### config.mk
export PLATFORM = sky130hd
export DESIGN_NAME = qvr_round
export DESIGN_NICKNAME = d
export VERILOG_FILES = /design/src/rtl/core/qvr_pkg.sv /design/src/rtl/core/qvr_round.sv
export SDC_FILE = /design/constraint.sdc
export NUM_CORES = 1
export LEC_CHECK = 0
export ABC_CLOCK_PERIOD_IN_PS = 1210
export BUFFER_PORTS_ARGS = -buffer_cell sky130_fd_sc_hd__buf_2
export CAP_MARGIN = 20
export CORE_AREA = 2 2 156 158
export DETAILED_ROUTE_END_ITERATION = 7
export DIE_AREA = 0 0 158 160
export HOLD_SLACK_MARGIN = 0.06
export PLACE_DENSITY = 0.49
export SLEW_MARGIN = 10
export SYNTH_ARGS = -nofsm -noshare
export SYNTH_HDL_FRONTEND = slang
export SYNTH_SLANG_ARGS = --single-unit
### constraint.sdc
create_clock -name clock -period 1.21 [get_ports clock]
set_input_delay 0.242 -clock clock [delete_from_list [all_inputs] [get_ports clock]]
set_output_delay 0.242 -clock clock [all_outputs]
set_load 0.1 [all_outputs]
### src/rtl/core/qvr_pkg.sv
// ----------------------------------------------------------------------------
// qvr_pkg
// Shared widths, word types and pipeline bus structs of the quaternion
// vector rotator.
// ----------------------------------------------------------------------------
package qvr_pkg;

   localparam int CompWidth  = 32;   // vector and quaternion components
   localparam int QprodWidth = 64;   // product of two quaternion parts
   localparam int CoefWidth  = 66;   // rotation matrix entry, 60 fraction bits
   localparam int ProdWidth  = 98;   // matrix entry times vector component
   localparam int SumWidth   = 100;  // sum of three products, 76 fraction bits
   localparam int FracShift  = 60;   // fraction bits dropped at the end
   localparam int Dim        = 3;

   typedef logic signed [CompWidth-1:0]  comp_type;
   typedef logic signed [QprodWidth-1:0] qprod_type;
   typedef logic signed [CoefWidth-1:0]  coef_type;
   typedef logic signed [ProdWidth-1:0]  prod_type;
   typedef logic signed [SumWidth-1:0]   sum_type;

   // half of one output LSB, added before the fraction bits are dropped
   localparam sum_type RoundBias = sum_type'({1'b1, {(FracShift-1){1'b0}}});

   // matrix entries, row major: coef[row*3 + col]
   typedef struct packed {
      logic                       valid;
      comp_type [Dim-1:0]         vec;
      coef_type [Dim*Dim-1:0]     coef;
   } coef_bus_type;

   typedef struct packed {
      logic                       valid;
      sum_type  [Dim-1:0]         sum;
   } sum_bus_type;

endpackage

### src/rtl/core/qvr_round.sv
// ----------------------------------------------------------------------------
// qvr_round
// Output stage: drop the fraction bits, saturate each component to 32 bits
// and flag any clipping. Registers drive the result ports.
// ----------------------------------------------------------------------------
module qvr_round (
   input  logic                 clock,
   input  logic                 reset,
   input  qvr_pkg::sum_bus_type sum_bus,
   output logic                 out_strobe,
   output qvr_pkg::comp_type    out_x,
   output qvr_pkg::comp_type    out_y,
   output qvr_pkg::comp_type    out_z,
   output logic                 out_clipped
);
   import qvr_pkg::*;

   localparam int KeepWidth = SumWidth - FracShift;

   logic                      strobe_ff;
   comp_type [Dim-1:0]        rot_ff, rot_in;
   logic                      clipped_ff, clipped_in;
   logic [Dim-1:0]            over;
   logic signed [KeepWidth-1:0] kept [Dim];

   always_comb begin
      for (int r = 0; r < Dim; r++) begin
         kept[r] = sum_bus.sum[r][SumWidth-1:FracShift];
         // top bits must all match the 32-bit sign bit
         over[r] = !((&kept[r][KeepWidth-1:CompWidth-1])
                     || (~|kept[r][KeepWidth-1:CompWidth-1]));
         if (over[r]) begin
            rot_in[r] = kept[r][KeepWidth-1] ? {1'b1, {(CompWidth-1){1'b0}}}
                                             : {1'b0, {(CompWidth-1){1'b1}}};
         end else begin
            rot_in[r] = kept[r][CompWidth-1:0];
         end
      end
      clipped_in = |over;
   end

   always_ff @(posedge clock) begin
      if (reset) begin
         strobe_ff <= 1'b0;
      end else begin
         strobe_ff <= sum_bus.valid;
      end
   end

   always_ff @(posedge clock) begin
      rot_ff     <= rot_in;
      clipped_ff <= clipped_in;
   end

   assign out_strobe  = strobe_ff;
   assign out_x       = rot_ff[0];
   assign out_y       = rot_ff[1];
   assign out_z       = rot_ff[2];
   assign out_clipped = clipped_ff;

endmodule

Yosys cells after proc, flatten, opt, wreduce, memory -nomap -nowiden
Index checks and enable logic that the tools add are counted.
{"block": "word_totals", "register_bits": 98, "in_bits": 303, "elab_cells": 27}
{"block": "classes", "muxes": 6, "n_reduce_logical": 16}
{"operator": "$mux 32", "n": 6}
{"operator": "$reduce_and 9->1", "n": 3}
{"operator": "$reduce_or 9->1", "n": 3}
{"operator": "$logic_not 1->1", "n": 6}
{"operator": "$logic_or 1x1->1", "n": 3}
{"operator": "$reduce_or 3->1", "n": 1}

Depth between registers and ports, before layout
{"block": "depth", "ltp_word": 5, "mapped_depth": 5, "ltp_nobuf": 4}

Least setup slack after synthesis
No wires, ideal clock.
{"block": "synth_timing", "path_type": "input to register", "start": "input sum_bus[194] in the netlist's numbering", "end": "register rot_ff, in the netlist out_y[1]", "arrival_ns": 1.071, "required_ns": 1.096, "path_slack_ns": 0.025, "cell_stages": 5, "n_path_buf": 1, "cell_sequence": "nor4_2 -> nand3_2 -> nor2b_4 -> buf_6 -> a21o_1"}
{"item": "start: declaration", "line_no": "qvr_round.sv:9", "source": "input qvr_pkg::sum_bus_type sum_bus,"}
{"item": "end signal: assignment", "line_no": "qvr_round.sv:51", "source": "rot_ff <= rot_in;"}
{"item": "end: declaration", "line_no": "qvr_round.sv:21", "source": "comp_type [Dim-1:0] rot_ff, rot_in;"}

Final worst setup path
{"block": "layout_timing", "start": "register rot_ff, in the netlist out_x[14]", "end": "output out_x[14]"}
{"item": "end: declaration", "line_no": "qvr_round.sv:11", "source": "output qvr_pkg::comp_type out_x,"}
No word-level cell between the ends.

==> impl_metrics.py <==
metrics = {
    "synthesis": {
        "synth_area_leader_cell": "dfxtp_1",
        "netlist_area_um2": 3119,
        "syn_inst": 242,
        "netlist.area_leader.share": 0.6290,
        "ys_seq_area_frac": 0.6290,
        "postSynthAreaPerCell_um2": 12.89,
        "synth_cell_type_count": 21,
        "synth_nets": 545,
        "synth-seq-cells": 98,
        "yosys_warnings": 0,
        "synthTopCellsByArea": "dfxtp_1, a21o_1, buf_6",
    },
    "detailed_routing": {
        "viasPerCell": 3.309,
        "drc": 0,
        "wl_met3_mm": 1.080,
        "wl_met1_mm": 3.682,
        "vias": 2631,
        "first_iter_violations": 86,
        "wl_per_cell_um": 12.46,
        "wl_met2_mm": 4.926,
        "highest_layer": "met4",
        "drtPass1Iterations": 4,
        "ant_nets": 0,
        "totalWireLength_mm": 9.907,
    },
    "power": {
        "p_seq_frac": 0.386,
        "intPower_mw": 6.161,
        "p_per_area_nw_per_um2": 1438,
        "p_sw_mw": 3.039,
        "p_leak_nw": 3.210,
        "max-vdd-ir-drop_uv": 622.9,
        "p_total_mw": 9.200,
        "clkPwrFrac": 0.343,
        "pwr-share-comb": 0.270,
        "switching_share": 0.3304,
    },
    "floorplan": {
        "rows": 57,
        "dieHeight_um": 160,
        "io_pins": 401,
        "die_width_um": 158,
        "coreArea_um2": 23820,
        "die_area_um2": 25280,
        "initial_core_util": 0.1309,
    },
    "grt": {
        "globalRouteTotalUtil": 0.08074,
        "antenna_found_initial": 1,
        "grt_max_degree": 32,
        "grt_pass1_vias": 2793,
        "gr-total-overflow": 0,
        "grt_pass1_wl_mm": 15.27,
    },
    "critical_path": {
        "worstSetupPathType": "reg2out",
        "required_ns": 0.97,
        "slowest_stage": "dfxtp_1",
        "path_buf_inv": 1,
        "crit_family": "flip-flops",
        "crit_fanout": 1,
        "path_cells": "buf_12",
        "critPathLaunchType": "flop",
        "cp.arrival_ns": 0.92,
        "end_kind": "output port",
        "critical_path.max_stage_delay_ns": 0.38,
    },
    "worst_hold_path": {
        "hp-class": "in2reg",
        "whs_endpoint": "out_y[4]",
        "min_path_cells": 2,
        "hold_start": "sum_bus[164]",
    },
    "timing": {
        "tightest_slew_ns": 0.7570,
        "finalSetupViolCount": 0,
        "maxSlewHeadroom": 0.4943,
        "layout_setup_ws_ns": 0.05286,
        "timing_hold_violations_final": 0,
        "finalCritPeriodShare": 0.9563,
        "drv_slew": 0,
        "rsz0062_at_grt": "no",
        "clock.fmax_ghz": 0.8642,
        "fin_crit_ns": 1.157,
    },
    "placement": {
        "place_ws_ns": -0.2309,
        "place_hpwl_mm": 7.973,
        "postPlaceCellArea_um2": 6052,
        "portBuffers": 220,
        "finalWeightedCongestion": 0.6931,
    },
    "layout": {
        "area_delta_synth_final_pct": 105.1,
        "final_cell_area_um2": 6397,
        "drive_gt1_frac": 0.5702,
        "fillCellCount": 2520,
        "final_nets": 768,
    },
    "cts": {
        "clk_path_buf_depth": 2,
        "htreeDepth": 3,
        "cts_made_buffers": 9,
        "clk_pin_slew_ns": 0.07,
        "cts_tree": "done",
        "cts_root_buf": "clkbuf_16",
        "cts.sink_count": 98,
        "post_cts_buffers": 0,
    },
    "flow_run": {
        "maxCapViolCount": 0,
    },
    "outcome": {
        "status": "finished, final reports clean",
    },
}
-- how the worst max path moves through the flow --
stage,cells after the start,end,startpoint,slack (ns)
floorplan,5,out_y[1],sum_bus[194],0.03
global placement,6,out_x[7],sum_bus[95],-0.19
detailed placement,6,out_x[11],sum_bus[95],-0.23
CTS,1,out_x[17],out_x[17],0.004
global route,1,out_x[14],out_x[14],0.003
finish,1,out_x[14],out_x[14],0.05
-- stage by stage --
step	hold WS (ns)	cells	util	TNS, ns
floorplan	0.3136	242	-	0
global placement	0.4020	777	0.2541	-14.29
detailed placement	0.4001	777	0.2541	-16.52
CTS	0.06156	794	0.2682	0
global route	0.06359	795	0.2686	0
finish	0.08309	795	0.2686	0
-- flip-flops by register name, summed over array words and instances, names as in the netlist --
signal,cells
out_x,32
out_y,32
out_z,32
out_clipped,1
out_strobe,1
-- cell usage in the layout, fill, tap and decap left out, types with 2 or more instances in the layout --
cell       Yosys  routed
buf_2          0     122
buf_12         0     104
a21o_1        91      91
dfxtp_1       98      91
clkbuf_16      0       9
dfxtp_2        0       7
buf_4          2       6
nand3_1        5       5
nand2_1        3       3
nand4_1        3       3
nor2_1         3       3
nor3_1         3       3
nor4_2         2       2
nand3_2        2       2
o31ai_4        2       2
nor2b_4        2       2
a21o_2         2       2
bufinv_16      0       2
inv_6          0       2
-- power by group through the flow --
stage          clock network [mW]  logic [mW]  registers, mW
2_1_floorplan                   0       0.214           4.82
3_3_place_gp                    0        2.50           3.63
3_5_place_dp                    0        2.50           3.63
4_1_cts                      3.36        2.51           3.56
5_1_grt                      3.46        2.57           3.57
6_report                     3.16        2.49           3.55
-- cell families (layout without fill, tap and decap cells) --
kind of cell / count (synthesis) / after routing / synth area share
compound gates: 95 / 95 / 0.2383
buf+inv: 21 / 249 / 0.06939
other cells: 0 / 1 / 0
simple gates: 28 / 28 / 0.06338
flops: 98 / 98 / 0.6290
-- cells in the mapped netlist --
library cell and count:
a21o_1 91, a21o_2 2, buf_4 2, buf_6 12, clkbuf_1 3, clkbuf_8 4
dfxtp_1 98, nand2_1 3, nand3_1 5, nand3_2 2, nand4_1 3, nor2_1 3
nor2b_1 1, nor2b_4 2, nor3_1 3, nor3_2 1, nor3b_2 1, nor4_1 1
nor4_2 2, o31ai_4 2, or2b_2 1
-- layer usage --
metal,vias up,global-route usage
met3,9,0.04152
met4,0,0.03358
met5,-,0
li1,1283,-
met1,1205,0.08672
met2,134,0.1330
-- area by class of cell --
cell class                      count  area (um^2)  share of cell area
Antenna cell                        1        2.502           0.0003912
Clock buffer                        9        225.2             0.03520
Clock inverter                      7        98.84             0.01545
Multi-Input combinational cell    123        947.2              0.1481
Sequential cell                    98         1971              0.3080
Tap cell                          324        405.4             0.06337
Timing Repair Buffer              233         2748              0.4295
-- timing repair --
| action | 4_1_cts | 5_1_grt |
|---|---|---|
| setup endpoints to repair | 2 | 5 |
| resized for setup | 2 | 5 |
| hold endpoints to repair | 1 | 0 |
| hold buffers | 1 | 0 |
| cloned | 0 | 0 |
No activity file was read; power rests on OpenSTA's default activity.
